$ cat src/hdl/mlbp_pkg.sv
// shared types and constants for the eight-port bit-plane frame store
// no dependencies

package mlbp_pkg;

    localparam int MEM_WORDS  = 4096;
    localparam int ADDR_W     = $clog2(MEM_WORDS);
    localparam int CMP_W      = (ADDR_W + 1 > 13) ? ADDR_W + 1 : 13;
    localparam int APB_ADDR_W = 5;
    localparam int APB_DATA_W = 32;

    localparam logic [1:0] FUNC_PIXEL = 2'd0;
    localparam logic [1:0] FUNC_RAW   = 2'd1;
    localparam logic [1:0] FUNC_READ  = 2'd2;

    localparam logic [2:0] CHIP_RTZ      = 3'd0;
    localparam logic [2:0] CHIP_CLOCKED  = 3'd1;
    localparam logic [2:0] CHIP_RGBW     = 3'd2;
    localparam logic [2:0] CHIP_BRIGHT_A = 3'd3;
    localparam logic [2:0] CHIP_BRIGHT_B = 3'd4;
    localparam logic [2:0] CHIP_FLAG     = 3'd5;

    localparam logic [2:0] ORD_RGB = 3'd0;
    localparam logic [2:0] ORD_RBG = 3'd1;
    localparam logic [2:0] ORD_GRB = 3'd2;
    localparam logic [2:0] ORD_GBR = 3'd3;
    localparam logic [2:0] ORD_BRG = 3'd4;
    localparam logic [2:0] ORD_BGR = 3'd5;

    typedef enum logic [2:0] {
        REG_CHIP_TYPE         = 3'd0,
        REG_RTZ_MODE          = 3'd1,
        REG_COLOUR_ORDER      = 3'd2,
        REG_GLOBAL_BRIGHTNESS = 3'd3,
        REG_PIXEL_COUNT       = 3'd4
    } reg_idx_t;

    typedef struct packed {
        logic [1:0]  func;
        logic [2:0]  port;
        logic [9:0]  pixel;
        logic [7:0]  red;
        logic [7:0]  green;
        logic [7:0]  blue;
        logic [7:0]  white;
        logic [11:0] read_address;
    } in_t;

    typedef struct packed {
        logic [63:0] read_word;
        logic        error;
    } out_t;

    typedef struct packed {
        logic [2:0] chip_type;
        logic       rtz_mode;
        logic [2:0] colour_order;
        logic [7:0] global_brightness;
        logic [9:0] pixel_count;
    } cfg_t;

    typedef struct packed {
        logic              accept;
        logic              clr_en;
        logic [ADDR_W-1:0] clr_addr;
        logic              rd_en;
        logic              rd_slot;
        logic [1:0]        rd_step;
        logic              wr_en;
        logic [1:0]        wr_step;
        logic              load_out;
    } cmd_t;

    typedef struct packed {
        logic       do_write;
        logic       do_read;
        logic [1:0] last_step;
    } stat_t;

endpackage

$ cat src/hdl/mlbp_regs.sv
// configuration registers behind the apb-style port
// depends on mlbp_pkg

module mlbp_regs (
    input  logic                              clk,
    input  logic                              rst_n,
    input  logic                              psel,
    input  logic                              penable,
    input  logic                              pwrite,
    input  logic [mlbp_pkg::APB_ADDR_W-1:0]   paddr,
    input  logic [mlbp_pkg::APB_DATA_W-1:0]   pwdata,
    output logic [mlbp_pkg::APB_DATA_W-1:0]   prdata,
    output logic                              pready,
    output mlbp_pkg::cfg_t                    cfg
);
    import mlbp_pkg::*;

    cfg_t     cfg_reg;
    logic     wr_hit;
    reg_idx_t idx;

    assign pready = 1'b1;
    assign wr_hit = psel & penable & pwrite & pready;
    assign idx    = reg_idx_t'(paddr[APB_ADDR_W-1:2]);
    assign cfg    = cfg_reg;

    always_ff @(posedge clk or negedge rst_n)
    begin
        if (!rst_n)
        begin
            cfg_reg.chip_type         <= CHIP_RTZ;
            cfg_reg.rtz_mode          <= 1'b1;
            cfg_reg.colour_order      <= ORD_GRB;
            cfg_reg.global_brightness <= 8'hFF;
            cfg_reg.pixel_count       <= 10'd170;
        end
        else if (wr_hit)
        begin
            unique case (idx)
                REG_CHIP_TYPE:         cfg_reg.chip_type         <= pwdata[2:0];
                REG_RTZ_MODE:          cfg_reg.rtz_mode          <= pwdata[0];
                REG_COLOUR_ORDER:      cfg_reg.colour_order      <= pwdata[2:0];
                REG_GLOBAL_BRIGHTNESS: cfg_reg.global_brightness <= pwdata[7:0];
                REG_PIXEL_COUNT:       cfg_reg.pixel_count       <= pwdata[9:0];
                default:
                begin
                end
            endcase
        end
    end

    always_comb
    begin
        prdata = '0;
        unique case (idx)
            REG_CHIP_TYPE:         prdata[2:0] = cfg_reg.chip_type;
            REG_RTZ_MODE:          prdata[0]   = cfg_reg.rtz_mode;
            REG_COLOUR_ORDER:      prdata[2:0] = cfg_reg.colour_order;
            REG_GLOBAL_BRIGHTNESS: prdata[7:0] = cfg_reg.global_brightness;
            REG_PIXEL_COUNT:       prdata[9:0] = cfg_reg.pixel_count;
            default:               prdata      = '0;
        endcase
    end

endmodule

$ cat config.mk
export PLATFORM = sky130hd
export DESIGN_NAME = mlbp_regs
export DESIGN_NICKNAME = d
export VERILOG_FILES = /design/src/hdl/mlbp_pkg.sv /design/src/hdl/mlbp_regs.sv
export SDC_FILE = /design/constraint.sdc
export NUM_CORES = 1
export LEC_CHECK = 0
export ABC_CLOCK_PERIOD_IN_PS = 900
export BUFFER_PORTS_ARGS = -buffer_cell sky130_fd_sc_hd__clkbuf_2
export CORE_MARGIN = 2
export CORE_UTILIZATION = 37
export DETAILED_ROUTE_END_ITERATION = 6
export PLACE_DENSITY = 0.81
export SYNTH_ARGS = -nofsm -noshare
export SYNTH_HDL_FRONTEND = slang
export SYNTH_SLANG_ARGS = --single-unit
$ cat constraint.sdc
create_clock -name clk -period 0.9 [get_ports clk]
set_input_delay 0.09 -clock clk [delete_from_list [all_inputs] [get_ports clk]]
set_output_delay 0.09 -clock clk [all_outputs]
set_load 0.05 [all_outputs]
# --- Word-level counts from Yosys, hierarchy flattened ---
# Index checks and enable logic that the tools add are counted.
totals:
  register_bits: 25
  input_bits: 42
  wordCells: 21
classes:
  n_reduce_logical: 6
  n_eq_ne: 4
  bitwise: 2
  n_mux: 4
ops:
  columns: ["cell", "n"]
  rows:
  - ["$pmux 5 s2", 1]
  - ["$reduce_and 2->1", 5]
  - ["$pmux 2 s4", 1]
  - ["$eq 3x2->1 const B", 2]
  - ["$pmux 1 s5", 1]
  - ["$eq 3x1->1 const B", 1]
  - ["$eq 3x3->1 const B", 1]
  - ["$logic_not 3->1", 1]
  - ["$and 1x1->1", 2]
  - ["$mux 2", 1]

# --- Longest topological paths before layout ---
logic_depth:
  word_depth: 3
  ltp_mapped: 6

# --- Worst setup path after synthesis ---
# Ideal clock, no wire load.
synth_path:
  kind: "register to output"
  from: "register cfg_reg, in the netlist cfg[21]"
  to: "output prdata[0] (netlist bit)"
  stages_incl_launch_ff: 4
  arrival_time_ns: 1.752
  slack_ns: -0.942
  required_ns: 0.810
  cell_sequence: "dfstp_2 mux2i_1 o21a_1 o22ai_1"
synth_between:
  elab_chain_cells: 1
synth_lines:
  columns: ["item", "line_no", "rtl"]
  rows:
  - ["start, declared", "mlbp_regs.sv:18", "cfg_t cfg_reg;"]
  - ["$pmux 1 s5", "mlbp_regs.sv:55", "unique case (idx)"]
  - ["end, declared", "mlbp_regs.sv:12", "output logic [mlbp_pkg::APB_DATA_W-1:0] prdata,"]
# No other way between the ends.

# --- Final worst setup path ---
# Ends and elaborated chain as after synthesis.

==> run metrics <==
status complete, but fails checks; failing checks negative setup slack; Reg2Reg Depth 5; die area 4320 um2; highest metal used met4; DP Area 2130 um2; post-route ant nets 0; Post-DP HPWL 2730 um; Routed met3 length 363 um; Die Y 65.7 um; Fmax 665 MHz; Final Cell Area 3200 um2; NumNets Final 263; PD cells 1950 nW/um2; crit share post-route 1.67; post-synth top area cell dfstp_2; Reg2Reg Launch Point cfg[21]; Worst setup EP type output pin; CTS root buf clkbuf_8; Critical Path RT 0.81 ns; htree depth 1; first-pass GRT wire length 6790 um; WL/cell 18.9 um; RSZ-0062 raised after global routing yes; Synth-to-Final Area Change 127%; Setup CP Type flop to output pin; max-slew violation count 0; Finished Layout Cells 268; P_leak 1.50 nW; Total Wirelength 5060 um; Final Hold Vio Count 0; Reg clk slew, reported paths 0.09 ns; drt pass-1 iters 4; Hold/Removal Path Class input port to flop; DR WL met2 2630 um; FP Rows 22; clock buffer depth 2; synthesized area 1410 um2; Initial DRC Count 15; total track usage 0.212; hold wc startpoint pwdata[9]; Critical Path Fanout Max 2; total CTS buffers 3; number of flops mapped to enable cells by yosys 0; Die Wd 65.7 um; most frequent cells in the layout buf_6, clkbuf_16, mux2_4, buf_4, conb_1; synthesized flop and latch total 25; Worst R2R Setup Slack -0.25 ns; IO buf count 52; syn avg cell area 12.6 um2; commonest non-fill, non-tap cell in the layout buf_6; Pwr Total 6.25 mW; number of antenna repair diodes 0; I/O Pins 100; share of post-route cells with drive strength above 1 0.850; core area 3660 um2; largest net degree at the start of global routing 26; DRC violations left 0; Max Cap Violations 0; post-synth top area share 0.261; max reg flops 25; Final WS setup -0.605 ns; post-synthesis sequential area ratio 0.456; initial antenna violation count 0; Peak VDD IR 0.00137 V; hold endpoint cfg[9]; M1 WL 1960 um; crit start category flop; cell count after synthesis 112; TritonCTS clock tree done; via count 1261; RD Place Congestion 0.826; Hold Slack 0.0525 ns; ranking of synthesized cells by area dfstp_2, dfrtp_1, mux2_2; Worst R2R End cfg[21]; vias in the first global route 1320; warnings from Yosys 0; fin crit period 1.50 ns; Arrival @ worst endpoint 1.41 ns; hold path depth 2; Synth Flop Type dfstp_2; Sink Count 25; clock latency at the later pin of the worst-skew pair 0.28 ns; Placed Cells 240; Synth cell types 28; Async SR Flop Fraction 1.00; Initial Utilization 0.385; Worst Clk Skew 0 ns; vias per cell 4.71; # fillers 141; final setup vio count 57; total grt overflow 0
[what timing repair did]
| item | in CTS | in global routing |
|---|---|---|
| endpoints found under the setup margin | 59 | 60 |
| buffers inserted | 8 | 22 |
| gates resized for setup | 109 | 56 |
| pin swaps | 6 | 10 |
| hold buffers | 1 | 0 |
| hold endpoints to repair | 11 | 0 |
| cloned | 0 | 0 |
[power by group]
part	total [mW]	leakage, nW	switching [mW]	internal, mW
Clock	0.708	0.0217	0.392	0.316
Sequential	1.69	0.276	0.236	1.45
Combinational	3.85	1.21	1.79	2.06
Total	6.25	1.50	2.42	3.83
[final cells by class]
class                      instances  area [um2]  area share
sequential                        25         653       0.204
timing repair buffer             111        1560       0.486
multi-input combinational         79         877       0.274
inverter                           1        8.76     0.00273
clock buffer                       3        41.3      0.0129
tap                               48        60.1      0.0188
clock inverter                     1        7.51     0.00234
[Yosys cell counts, drive strengths merged, types with 2 or more instances]
library cell,number
a22o,4
dfrtp,11
nand2,2
o22ai,2
mux2,26
a22oi,2
and2,2
nor3b,4
conb,2
dfstp,14
buf,28
nand3,2
[worst max-delay path: stages (launching register included)]
cell	delay (ns)
dfstp_2	0.55
mux2i_1	0.08
o21a_1	0.21
o22ai_4	0.13
buf_12	0.16
[kinds of logic after synthesis]
| logic type | Yosys count | share of synthesized area |
|---|---|---|
| compound gates | 12 | 0.0675 |
| simple gates | 17 | 0.0791 |
| buf+inv | 29 | 0.155 |
| flops | 25 | 0.456 |
| mux | 27 | 0.236 |
| other cells | 2 | 0.00533 |
[worst max-delay path by stage]
stage,endpoint,cells past startpoint,slack (ns),from
floorplan,prdata[0],3,-0.48,cfg[21]
global placement,cfg[14],4,-0.41,paddr[2]
detailed placement,prdata[0],6,-0.44,paddr[2]
CTS,prdata[0],4,-0.59,cfg[21]
global route,prdata[0],4,-0.65,cfg[21]
finish,prdata[0],4,-0.60,cfg[21]
[through the flow]
stage / worst slack, ns / util / setup TNS [ns]
final: -0.605 / 0.875 / -12.11
after global placement: -0.405 / 0.582 / -12.08
after global routing: -0.646 / 0.875 / -13.48
after detailed placement: -0.436 / 0.582 / -12.77
after floorplan: -0.484 / - / -9.04
after CTS: -0.585 / 0.791 / -10.15
[routing by layer]
| metal | up-vias | GRT usage |
|---|---|---|
| met1 | 611 | 0.242 |
| met3 | 9 | 0.0497 |
| met5 | - | 0 |
| met2 | 76 | 0.393 |
| li1 | 565 | - |
| met4 | 0 | 0.0547 |
Note: power is estimated with default switching activity, not from simulation.
