**config.mk**
```make
export PLATFORM = sky130hd
export DESIGN_NAME = mlbp_ctrl
export DESIGN_NICKNAME = d
export VERILOG_FILES = /design/src/hdl/mlbp_pkg.sv /design/src/hdl/mlbp_ctrl.sv
export SDC_FILE = /design/constraint.sdc
export NUM_CORES = 1
export LEC_CHECK = 0
export ABC_AREA = 1
export CAP_MARGIN = 40
export CORE_MARGIN = 1.5
export CORE_UTILIZATION = 55
export DETAILED_ROUTE_END_ITERATION = 7
export DONT_BUFFER_PORTS = 1
export PLACE_DENSITY = 0.73
export SYNTH_ARGS = -nofsm -noshare
export SYNTH_HDL_FRONTEND = slang
export SYNTH_SLANG_ARGS = --single-unit
```
**constraint.sdc**
```tcl
create_clock -name clk -period 1.35 [get_ports clk]
set_input_delay 0 -clock clk [delete_from_list [all_inputs] [get_ports clk]]
set_output_delay 0 -clock clk [all_outputs]
set_load 0.005 [all_outputs]
```
**src/hdl/mlbp_pkg.sv**
```systemverilog
// shared types and constants for the eight-port bit-plane frame store
// no dependencies

package mlbp_pkg;

    localparam int MEM_WORDS  = 4096;
    localparam int ADDR_W     = $clog2(MEM_WORDS);
    localparam int CMP_W      = (ADDR_W + 1 > 13) ? ADDR_W + 1 : 13;
    localparam int APB_ADDR_W = 5;
    localparam int APB_DATA_W = 32;

    localparam logic [1:0] FUNC_PIXEL = 2'd0;
    localparam logic [1:0] FUNC_RAW   = 2'd1;
    localparam logic [1:0] FUNC_READ  = 2'd2;

    localparam logic [2:0] CHIP_RTZ      = 3'd0;
    localparam logic [2:0] CHIP_CLOCKED  = 3'd1;
    localparam logic [2:0] CHIP_RGBW     = 3'd2;
    localparam logic [2:0] CHIP_BRIGHT_A = 3'd3;
    localparam logic [2:0] CHIP_BRIGHT_B = 3'd4;
    localparam logic [2:0] CHIP_FLAG     = 3'd5;

    localparam logic [2:0] ORD_RGB = 3'd0;
    localparam logic [2:0] ORD_RBG = 3'd1;
    localparam logic [2:0] ORD_GRB = 3'd2;
    localparam logic [2:0] ORD_GBR = 3'd3;
    localparam logic [2:0] ORD_BRG = 3'd4;
    localparam logic [2:0] ORD_BGR = 3'd5;

    typedef enum logic [2:0] {
        REG_CHIP_TYPE         = 3'd0,
        REG_RTZ_MODE          = 3'd1,
        REG_COLOUR_ORDER      = 3'd2,
        REG_GLOBAL_BRIGHTNESS = 3'd3,
        REG_PIXEL_COUNT       = 3'd4
    } reg_idx_t;

    typedef struct packed {
        logic [1:0]  func;
        logic [2:0]  port;
        logic [9:0]  pixel;
        logic [7:0]  red;
        logic [7:0]  green;
        logic [7:0]  blue;
        logic [7:0]  white;
        logic [11:0] read_address;
    } in_t;

    typedef struct packed {
        logic [63:0] read_word;
        logic        error;
    } out_t;

    typedef struct packed {
        logic [2:0] chip_type;
        logic       rtz_mode;
        logic [2:0] colour_order;
        logic [7:0] global_brightness;
        logic [9:0] pixel_count;
    } cfg_t;

    typedef struct packed {
        logic              accept;
        logic              clr_en;
        logic [ADDR_W-1:0] clr_addr;
        logic              rd_en;
        logic              rd_slot;
        logic [1:0]        rd_step;
        logic              wr_en;
        logic [1:0]        wr_step;
        logic              load_out;
    } cmd_t;

    typedef struct packed {
        logic       do_write;
        logic       do_read;
        logic [1:0] last_step;
    } stat_t;

endpackage

```
**src/hdl/mlbp_ctrl.sv**
```systemverilog
// sequencer for memory clear, slot read-modify-write and result handoff
// depends on mlbp_pkg

module mlbp_ctrl (
    input  logic            clk,
    input  logic            rst_n,
    input  logic            in_valid,
    output logic            in_ready,
    output logic            out_valid,
    input  logic            out_ready,
    input  mlbp_pkg::stat_t stat,
    output mlbp_pkg::cmd_t  cmd
);
    import mlbp_pkg::*;

    typedef enum logic [4:0] {
        ST_CLEAR = 5'b00001,
        ST_IDLE  = 5'b00010,
        ST_RMW   = 5'b00100,
        ST_READ  = 5'b01000,
        ST_DONE  = 5'b10000
    } state_t;

    state_t            state_reg, state_next;
    logic [ADDR_W-1:0] clr_reg, clr_next;
    logic [2:0]        step_reg, step_next;
    logic              out_valid_reg, out_valid_next;
    logic [2:0]        n_slots;
    logic              accept;

    assign in_ready  = (state_reg == ST_IDLE);
    assign accept    = in_valid & in_ready;
    assign out_valid = out_valid_reg;
    assign n_slots   = {1'b0, stat.last_step} + 3'd1;

    always_comb
    begin
        state_next     = state_reg;
        clr_next       = clr_reg;
        step_next      = step_reg;
        out_valid_next = out_valid_reg & ~out_ready;
        cmd            = '0;
        cmd.accept     = accept;
        cmd.clr_addr   = clr_reg;
        cmd.rd_step    = step_reg[1:0];
        cmd.wr_step    = 2'(step_reg - 3'd1);
        unique case (state_reg)
            ST_CLEAR:
            begin
                cmd.clr_en = 1'b1;
                if (clr_reg == ADDR_W'(MEM_WORDS - 1))
                begin
                    state_next = ST_IDLE;
                end
                else
                begin
                    clr_next = clr_reg + ADDR_W'(1);
                end
            end
            ST_IDLE:
            begin
                if (accept)
                begin
                    step_next = 3'd0;
                    priority if (stat.do_write)
                    begin
                        state_next = ST_RMW;
                    end
                    else if (stat.do_read)
                    begin
                        state_next = ST_READ;
                    end
                    else
                    begin
                        state_next = ST_DONE;
                    end
                end
            end
            ST_RMW:
            begin
                cmd.rd_slot = 1'b1;
                cmd.rd_en   = (step_reg != n_slots);
                cmd.wr_en   = (step_reg != 3'd0);
                if (step_reg == n_slots)
                begin
                    state_next = ST_DONE;
                end
                else
                begin
                    step_next = step_reg + 3'd1;
                end
            end
            ST_READ:
            begin
                cmd.rd_en  = 1'b1;
                state_next = ST_DONE;
            end
            ST_DONE:
            begin
                if (!out_valid_reg || out_ready)
                begin
                    cmd.load_out   = 1'b1;
                    out_valid_next = 1'b1;
                    state_next     = ST_IDLE;
                end
            end
            default:
            begin
                state_next = ST_IDLE;
            end
        endcase
    end

    always_ff @(posedge clk or negedge rst_n)
    begin
        if (!rst_n)
        begin
            state_reg     <= ST_CLEAR;
            clr_reg       <= '0;
            step_reg      <= '0;
            out_valid_reg <= 1'b0;
        end
        else
        begin
            state_reg     <= state_next;
            clr_reg       <= clr_next;
            step_reg      <= step_next;
            out_valid_reg <= out_valid_next;
        end
    end

endmodule

```
Yosys cells after proc, flatten, opt, wreduce, memory -nomap -nowiden
Index checks and enable logic that the tools add are counted.
Operators by class
  add/subtract/negate cells: 4
  equality and inequality tests: 13
  mux-type cells: 18
  bitwise gates (word level): 4
  reductions and logical operators: 7
Operators with widths (number)
  $mux W5: 6
  $pmux W5 S5: 1
  $add A12 B1 Y12 const B: 1
  $eq A12 B12 Y1 const B: 1
  $ne A2 B2 Y1 const B: 4
  $mux W1: 7
  $mux W3: 2
  $pmux W3 S2: 1
  $eq A5 B1 Y1 const B: 1
  $eq A5 B2 Y1 const B: 1
  $eq A5 B3 Y1 const B: 1
  $eq A5 B4 Y1 const B: 1
  $eq A5 B5 Y1 const B: 1
  $reduce_and A4 Y1: 1
  $add A2 B1 Y3 const B: 1
  $add A3 B1 Y3 const B: 1
  $eq A3 B3 Y1: 1
  $ne A3 B3 Y1: 1
  $reduce_and A3 Y1: 1
  $reduce_bool A3 Y1: 1
  $and A1 B1 Y1: 2
  $ne A2 B1 Y1 const B: 1
  $not A1 Y1: 2
  $pmux W1 S2: 1
  other kinds (5): 5
Storage, ports and cells
  bits in registers: 21
  bits of input ports: 8
  output and inout bits: 24
  word-level logic and storage cells: 50

Longest topological paths before layout
Gate-level depths: netlist of run 1.
  word-level depth: 4
  gate-level depth with buffers: 9
  gate-level depth less buffers: 9

Worst setup path after synthesis of run 1
No wires, ideal clock.
  kind: register -> register
  from: reg clr_reg[0]
  to: reg clr_reg[10]
  data arrival time: 1279 ps
  setup slack: -45 ps
  stages on the path, launching flop included: 10
  buffers on the path: 1
  cells stage by stage: dfrtp_1 ha_1 inv_1 nor2_2 nand3_2 nand2_4 buf_12 inv_6 nand2_1 nand2_1
On the way
  cells in the longest elaborated chain, start to end: 3
  elaborated cells on any way between the ends: 4
  those cells by class: add/sub: 1; eq/ne: 1; bitwise: 1; reduce/logical: 1
RTL lines
  from (decl): line mlbp_ctrl.sv:25  | logic [ADDR_W-1:0] clr_reg, clr_next;
  from (signal assigned): line mlbp_ctrl.sv:126  | clr_reg <= clr_next;
  parallel branches: the longest is 3 deep, another holds $add A12 B1 Y12
Parallel ways; which one is timed is not known.
A chain may end at the register's enable or synchronous reset.

Worst setup path after layout of run 1
  from: reg state_reg[2]
  to: reg state_reg[4]
On the way
  cells in the longest elaborated chain, start to end: 4
  elaborated cells on any way between the ends: 12
  those cells by class: eq/ne: 9; mux: 1; bitwise: 1; reduce/logical: 1
RTL lines
  from (decl): line mlbp_ctrl.sv:24  | state_t state_reg, state_next;
  from (signal assigned): line mlbp_ctrl.sv:125  | state_reg <= state_next;
  $eq A5 B2 Y1: line mlbp_ctrl.sv:31, mlbp_ctrl.sv:47
  $and A1 B1 Y1: line mlbp_ctrl.sv:32  | assign accept = in_valid & in_ready;
  $ne A2 B1 Y1 (no line)
  $reduce_and A4 Y1 (no line)
Parallel ways exist; a longest one is shown, timed or not.

==> run metrics, run 1 <==
first-pass GRT wire length 5.00 mm; sum of met2 wire segment lengths after detailed routing 1.60 mm; total routed wire length on the met1 layer 1.45 mm; drc violations 0; wire length on met3 143 microns; Critical Path End Type flop; detail-routed via count per cell 5.18; die height 52.5 microns; Period Utilization, post-route 108%; CTS buffer count 3; number of max-slew violations in the final report 0; Clock Latency Late Sink 320 ps; result of the run complete, but fails checks; count of cell types in the netlist 22; Mapped Cells 179; Initial DRC Count 26; worst slew pin tran 244 ps; wire length per cell 13.2 microns; internal reg-to-reg setup slack -110 ps; antenna violations before repair 0; syn nets 191; max_slew headroom 83.6%; final critical delay including setup and external delays 1460 ps; Clk pin slew, worst setup/hold paths 120 ps; aggregate routed wire length 3.23 mm; Critical Path Start Type flop; combined area of all synthesized cells 0.00135 sq mm; final setup vio count 22; maximum number of pins on one net before global-route repair 22; clock root buffer sky130_fd_sc_hd__clkbuf_4; total power divided by cell area 1220 mW/mm^2; worst voltage drop across the vdd grid 0.00113 V; port buffer count 0; Leak Pwr 0.901 nW; worst r2r path cells 7; Avg Cell Area, Syn 7.52 sq um; number of detailed-routing iterations run before antenna repair 4; vias in the first global route 1,208; floorplan row count 17; clock tree from TritonCTS yes; count of synthesis-stage warnings from yosys 0; required time of the critical path 1580 ps; worst setup path category flop to flop; layout cell share with drive strength beyond 1 35.0%; setup TNS after final layout -1310 ps; Boundary Pins 32; top cell type by total area after synthesis sky130_fd_sc_hd__dfrtp_1; Worst Path Arrival 1690 ps; sink of the worst hold path cmd[21]; sequential element share of the synthesized area 39.1%; HP Class input port to primary output; Max Clock Skew 15.8 ps; core footprint 0.00225 sq mm; final hold viol count 0; Die Outline Area 0.00275 sq mm; minimum hold slack 115 ps; Die Span X 52.5 microns; final setup slack of the worst path -111 ps; via count 1,269; Bufs on Longest Clock Path 2; FF+latch count, synth 21; max-cap violation count 0; ranking of synthesized cells by area sky130_fd_sc_hd__dfrtp_1 37%, sky130_fd_sc_hd__nand2_1 16%, sky130_fd_sc_hd__inv_1 7.0%; top cell type's share of synthesized area 37.2%; relative area change from synthesis to final layout 34.2%; max FFs per register 12; DPL Wire Length 2.15 mm; final weighted congestion in routability-driven placement 0.850; starting density of the core 59.7%; Max Used Layer met4; setup repair after global routing missed its margin true; R2R Path Start state_reg[2]$_DFFE_PN0P_; destination of the worst register-to-register timing path state_reg[4]$_DFFE_PN0P_; Max Fclk 0.684 GHz; Diodes inserted 0; count of nets after finishing 230; largest fanout on the critical path 7; H-tree lvl count 1; Overflow after GRT 0; Routed Antenna Nets 0; Global Route Usage Sum 25.0%; worst min-delay path startpoint in_valid; number of cells on the worst hold path 2; violated checks setup timing; number of clock sinks 21
## cells by family (layout without fill, tap and decap cells)
kind of cell / after synthesis / count (layout) / synth area share [%]
AO/OA/AOI/OAI: 6 / 6 / 2.23
XOR/XNOR: 10 / 10 / 6.51
adder cells (fa/ha/maj): 4 / 4 / 3.72
buffers and inverters: 30 / 67 / 10.8
flip-flops: 21 / 21 / 39.1
AND/OR/NAND/NOR: 108 / 109 / 37.6
## metal layers
metal / track usage, % / vias to the layer above
met5: 0 / -
met4: 9.40 / 0
met3: 8.29 / 5
met2: 41.0 / 32
met1: 30.1 / 603
li1: - / 629
## final cells by class
class,instances,area (sq um)
multi-input combinational,129,803
sequential,21,529
fill,140,448
timing repair buffer,37,308
inverter,26,105
tap,28,35.0
clock buffer,4,26.3
## worst max-delay path by stage
| stage | startpoint | end | slack [ps] | depth (start not counted) |
|---|---|---|---|---|
| floorplan | clr_reg[0]$_DFFE_PN0P_ | clr_reg[10]$_DFFE_PN0P_ | 20 | 9 |
| global placement | state_reg[0]$_DFFE_PN1P_ | step_reg[0]$_DFFE_PN0P_ | 1 | 7 |
| detailed placement | state_reg[3]$_DFFE_PN0P_ | clr_reg[8]$_DFFE_PN0P_ | -60 | 8 |
| CTS | state_reg[0]$_DFFE_PN1P_ | cmd[3] | -50 | 5 |
| global route | state_reg[2]$_DFFE_PN0P_ | clr_reg[0]$_DFFE_PN0P_ | -140 | 6 |
| finish | state_reg[2]$_DFFE_PN0P_ | state_reg[4]$_DFFE_PN0P_ | -110 | 7 |
## per-stage QoR
step	util (%)	power (W)	worst slack, ps	cells	cell area, sq um
CTS	74.2	0.00200	-53.2	235	1670
floorplan	-	0.00138	18.6	179	1350
finish	80.1	0.00220	-111	245	1810
detailed placement	66.0	0.00154	-58.6	222	1490
global route	80.1	0.00235	-139	245	1810
global placement	66.0	0.00150	1.36	222	1490
## where the power goes
| group | internal, W | switching (W) |
|---|---|---|
| clock network | 0.000116 | 0.000199 |
| logic | 0.000426 | 0.000657 |
| registers | 0.000709 | 0.0000895 |
| total | 0.00125 | 0.000945 |
## placed cells by master, fill, tap and decap left out, drive strengths merged
| cell type | n |
|---|---|
| dlygate4sd3 | 6 |
| nor3 | 1 |
| xor2 | 8 |
| inv | 26 |
| ha | 4 |
| nor2 | 29 |
| nand3b | 1 |
| buf | 31 |
| dfstp | 1 |
| nand4 | 6 |
| nand3 | 13 |
| clkbuf | 4 |
| a21oi | 3 |
| dfrtp | 20 |
| nand2 | 59 |
| o21ai | 3 |
| xnor2 | 2 |
## timing repair
item / in CTS / in global routing
pin swaps: 5 / 11
setup endpoints to repair: 12 / 24
gates cloned: 1 / 0
setup buffers: 3 / 8
hold endpoints to repair: 26 / 2
resized for setup: 20 / 18
hold buffers: 5 / 1
## Yosys cell counts (all sizes together)
master,instances
xnor2,2
nor3,1
nand3,13
dfstp,1
a21oi,3
buf,4
nand3b,1
nand4,6
nand2,58
ha,4
dfrtp,20
inv,26
o21ai,3
nor2,29
xor2,8
## critical path: stages (launching register included)
cell,delay [ps]
sky130_fd_sc_hd__dfrtp_2,460
sky130_fd_sc_hd__nor2_4,170
sky130_fd_sc_hd__nand3_2,110
sky130_fd_sc_hd__nor2_4,220
sky130_fd_sc_hd__nand2_8,100
sky130_fd_sc_hd__buf_4,150
sky130_fd_sc_hd__nand4_1,90
sky130_fd_sc_hd__nand2_1,60
No activity file was read; power rests on OpenSTA's default activity.
==> run 2: changes to the inputs <==
--- a/config.mk
+++ b/config.mk
@@ -5,7 +5,6 @@
 export SDC_FILE = /design/constraint.sdc
 export NUM_CORES = 1
 export LEC_CHECK = 0
-export ABC_AREA = 1
 export CAP_MARGIN = 40
 export CORE_MARGIN = 1.5
 export CORE_UTILIZATION = 55
==> constraint.sdc (replaced) <==
create_clock -name clk -period 1.35 [get_ports clk]
set_input_delay 0.2025 -clock clk [delete_from_list [all_inputs] [get_ports clk]]
set_output_delay 0.2025 -clock clk [all_outputs]
set_load 0.005 [all_outputs]
==> run 2 against run 1 <==
Against the previous run: the flow still finishes with violations (setup timing); area after synthesis decreased by 6.7%; utilization increased by 9.2 points; final cell count decreased by 20%; global-route usage increased by 1.7 points; cell area increased by 8.4%; largest power group unchanged; via count decreased by 1.7%; largest cell class unchanged; wire length increased by 27%; die area decreased by 6.3%.
==> run metrics, run 2 <==
result of the run complete, but fails checks; violated checks setup timing; minimum hold slack 34.9 ps (-80.2 ps); Critical Path Start Type flop; slowest cell on the critical path sky130_fd_sc_hd__dfrtp_2; GRT busiest layer met2; most frequent cells in the layout 30 x sky130_fd_sc_hd__buf_4, 16 x sky130_fd_sc_hd__dfrtp_1, 15 x sky130_fd_sc_hd__buf_6, 7 x sky130_fd_sc_hd__nand2_1; largest fanout on the critical path 4 (-3); Initial DRC Count 71 (+170%); final weighted congestion in routability-driven placement 0.759 (-11%); drc violations 0 (unchanged); Global Route Usage Sum 26.7% (+1.7 points); Critical Path End Type flop; Period Utilization, post-route 141% (+33 points); GRT met2 Usage 45.2% (+4.1 points); Max Fclk 0.524 GHz (-23%); worst slew pin tran 362 ps (+118 ps); Bufs on Longest Clock Path 2 (unchanged); share of the synthesized area in compound gates (AO/OA/AOI/OAI) 14.8% (+13 points); number of max-slew violations in the final report 0 (unchanged); Overflow after GRT 0 (unchanged); met1 demand-to-capacity share in global routing 33.0% (+2.9 points); count of cell types in the netlist 43 (+95%); worst setup path category flop to flop; H-tree lvl count 1 (unchanged); Routed Antenna Nets 0 (unchanged); aggregate routed wire length 4.11 mm (+27%); Clk pin slew, worst setup/hold paths 120 ps (about the same); vias in the first global route 1,126 (-6.8%); area share of fa/ha/maj cells after synthesis 3.98% (+0.27 points); DPL Wire Length 2.04 mm (-5.1%); Avg Cell Area, Syn 10.3 sq um (+37%); max-cap violation count 0 (unchanged); Diodes inserted 0 (unchanged); worst voltage drop across the vdd grid 0.00111 V (-2.1%); top cell types by occurrence after synthesis 20 x sky130_fd_sc_hd__dfrtp_1, 11 x sky130_fd_sc_hd__inv_1, 8 x sky130_fd_sc_hd__nand2_1; GR Layer Usage met3 5.06% (-3.2 points); combinational family with the most area after synthesis simple AND/OR/NAND/NOR gates; syn nets 134 (-30%); relative area change from synthesis to final layout 55.9%; layout cell share with drive strength beyond 1 58.0% (+23 points); top cell type by total area after synthesis sky130_fd_sc_hd__dfrtp_1; Max Clock Skew 8.43 ps (-7.42 ps); filler cell count in the final layout 89 (-36%); most common cell after layout, fill and taps aside sky130_fd_sc_hd__buf_4; Die Span X 50.8 microns (-3.2%); Max stage delay on crit path 470 ps (about the same); total power divided by cell area 1370 mW/mm^2 (+13%); clock tree from TritonCTS yes; Worst Path Arrival 2110 ps (+420 ps); Clock Latency Late Sink 320 ps (about the same); die height 50.8 microns (-3.2%); final setup vio count 29 (+32%); FF+latch count, synth 21 (unchanged); top cell type's share of synthesized area 39.8% (+2.7 points); CP bufs+invs 2 (+1); first-pass GRT wire length 5.04 mm (+0.70%); antenna violations before repair 0 (unchanged); max FFs per register 12 (unchanged); post-route total power 0.00268 W (+22%); CTS buffer count 3 (unchanged); wire length per cell 20.9 microns (+58%); final hold viol count 0 (unchanged); clock root buffer sky130_fd_sc_hd__clkbuf_4; share of async-settable or async-resettable flops after synthesis 100% (unchanged); sequential element share of the synthesized area 41.9% (+2.8 points); Die Outline Area 0.00258 sq mm (-6.3%); ordered cell list for the critical path nor4_4, buf_4, nand3_1, buf_6, o31ai_1, o31ai_1; area share of and/or/nand/nor cells after synthesis 21.7% (-16 points); max_slew headroom 75.6% (-8.0 points); most used standard cell by instance count after synthesis sky130_fd_sc_hd__dfrtp_1; setup TNS after final layout -9290 ps (-7980 ps); floorplan row count 17 (unchanged); required time of the critical path 1550 ps (-30 ps); number of detailed-routing iterations run before antenna repair 4 (unchanged); core footprint 0.00219 sq mm (-2.8%); final critical delay including setup and external delays 1910 ps (+449 ps); Leak Pwr 0.934 nW (+3.7%); via count 1,248 (-1.7%); top cell family by delay on the critical path simple AND/OR/NAND/NOR gates; most common flop cell mapped by yosys sky130_fd_sc_hd__dfrtp_1; Boundary Pins 32 (unchanged); maximum number of pins on one net before global-route repair 22 (unchanged); ranking of synthesized cells by area sky130_fd_sc_hd__dfrtp_1 40%, sky130_fd_sc_hd__xnor2_1 4.9%, sky130_fd_sc_hd__xor2_1 4.9%; combined area of all synthesized cells 0.00126 sq mm (-6.7%); count of synthesis-stage warnings from yosys 0 (unchanged); setup repair after global routing missed its margin true; HP Class input port to flop; final setup slack of the worst path -560 ps (-449 ps); XOR/XNOR share of the synthesized area 9.76% (+3.3 points); share of synthesized area spent on multiplexers 1.79% (+1.8 points); starting density of the core 57.3% (-2.4 points); count of nets after finishing 182 (-21%); Mapped Cells 122 (-32%); number of flops mapped to enable cells by yosys 0 (unchanged); number of clock sinks 21 (unchanged); port buffer count 0 (unchanged); detail-routed via count per cell 6.34 (+22%); cell seen most often among critical-path stages sky130_fd_sc_hd__o31ai_1
==> run 2: cell count changes in the layout (fill, tap and decap cells not counted), moves of 5 or more <==
cell and change:
sky130_fd_sc_hd__nand2_1 -46, sky130_fd_sc_hd__buf_6 +13, sky130_fd_sc_hd__inv_1 -13, sky130_fd_sc_hd__nor2_1 -12, sky130_fd_sc_hd__nor2_4 -9, sky130_fd_sc_hd__nand4_1 -6, sky130_fd_sc_hd__dlygate4sd3_1 -5
==> run 2: worst paths after layout <==
| check | from | slack (ps) | depth (start not counted) | to |
|---|---|---|---|---|
| min in group asynchronous | rst_n | 190 | 1 | clr_reg[0]$_DFFE_PN0P_ |
| min | stat[3] | 30 | 2 | state_reg[2]$_DFFE_PN0P_ |
| max reg2reg | state_reg[4]$_DFFE_PN0P_ | -560 | 6 | clr_reg[8]$_DFFE_PN0P_ |
| min reg2reg | clr_reg[5]$_DFFE_PN0P_ | 590 | 2 | clr_reg[5]$_DFFE_PN0P_ |
| max | state_reg[4]$_DFFE_PN0P_ | -560 | 6 | clr_reg[8]$_DFFE_PN0P_ |
| max in group asynchronous | rst_n | 750 | 2 | state_reg[3]$_DFFE_PN0P_ |
==> run 2: kinds of logic after synthesis <==
group	Yosys count
buffers and inverters	16
DFF	21
muxes	2
AOI/OAI and AO/OA	22
adders and majority gates	4
xor gates and xnor gates	14
and+or+nand+nor	43
==> run 2: final cells by class <==
type / instances / area [sq um] / share of cell area [%]
clock buffer: 3 / 22.5 / 1.15
clock inverter: 1 / 5.00 / 0.256
inverter: 11 / 46.3 / 2.36
multi-input combinational: 85 / 878 / 44.9
sequential: 21 / 532 / 27.2
tap: 28 / 35.0 / 1.79
timing repair buffer: 48 / 439 / 22.4
==> run 2: timing repair <==
item,CTS,global route
endpoints found under the setup margin,28,29
buffers inserted,9,8
resized for setup,25,35
hold buffers,1,0
pin swaps,9,19
endpoints found under the hold margin,21,0
==> run 2: per-stage QoR <==
stage	utilization [%]	cells	setup slack [ps]	cell area, sq um
final	89.4	197	-560	1960
after global routing	89.4	197	-576	1960
after CTS	79.0	189	-448	1730
after detailed placement	69.0	175	-320	1510
after global placement	69.0	175	-270	1510
after floorplan	-	122	-289	1290
==> run 2: worst register-to-register path: stages, from the launching register on <==
cell and delay (ps):
sky130_fd_sc_hd__dfrtp_2 470, sky130_fd_sc_hd__nor4_4 350, sky130_fd_sc_hd__buf_4 160, sky130_fd_sc_hd__nand3_1 140, sky130_fd_sc_hd__buf_6 180, sky130_fd_sc_hd__o31ai_1 320, sky130_fd_sc_hd__o31ai_1 160
==> run 2: layer usage <==
| layer | part of all wire [%] | vias up |
|---|---|---|
| li1 | - | 531 |
| met1 | 39 | 625 |
| met2 | 52 | 71 |
| met3 | 5.2 | 21 |
| met4 | 3.4 | 0 |
| met5 | 0 | - |
==> run 2: power by group <==
part	leakage, nW	total, W	internal (W)	switching [W]
sequential	0.279	0.000834	0.000712	0.000122
clock	0.0177	0.000320	0.000111	0.000209
combinational	0.637	0.00153	0.000844	0.000683
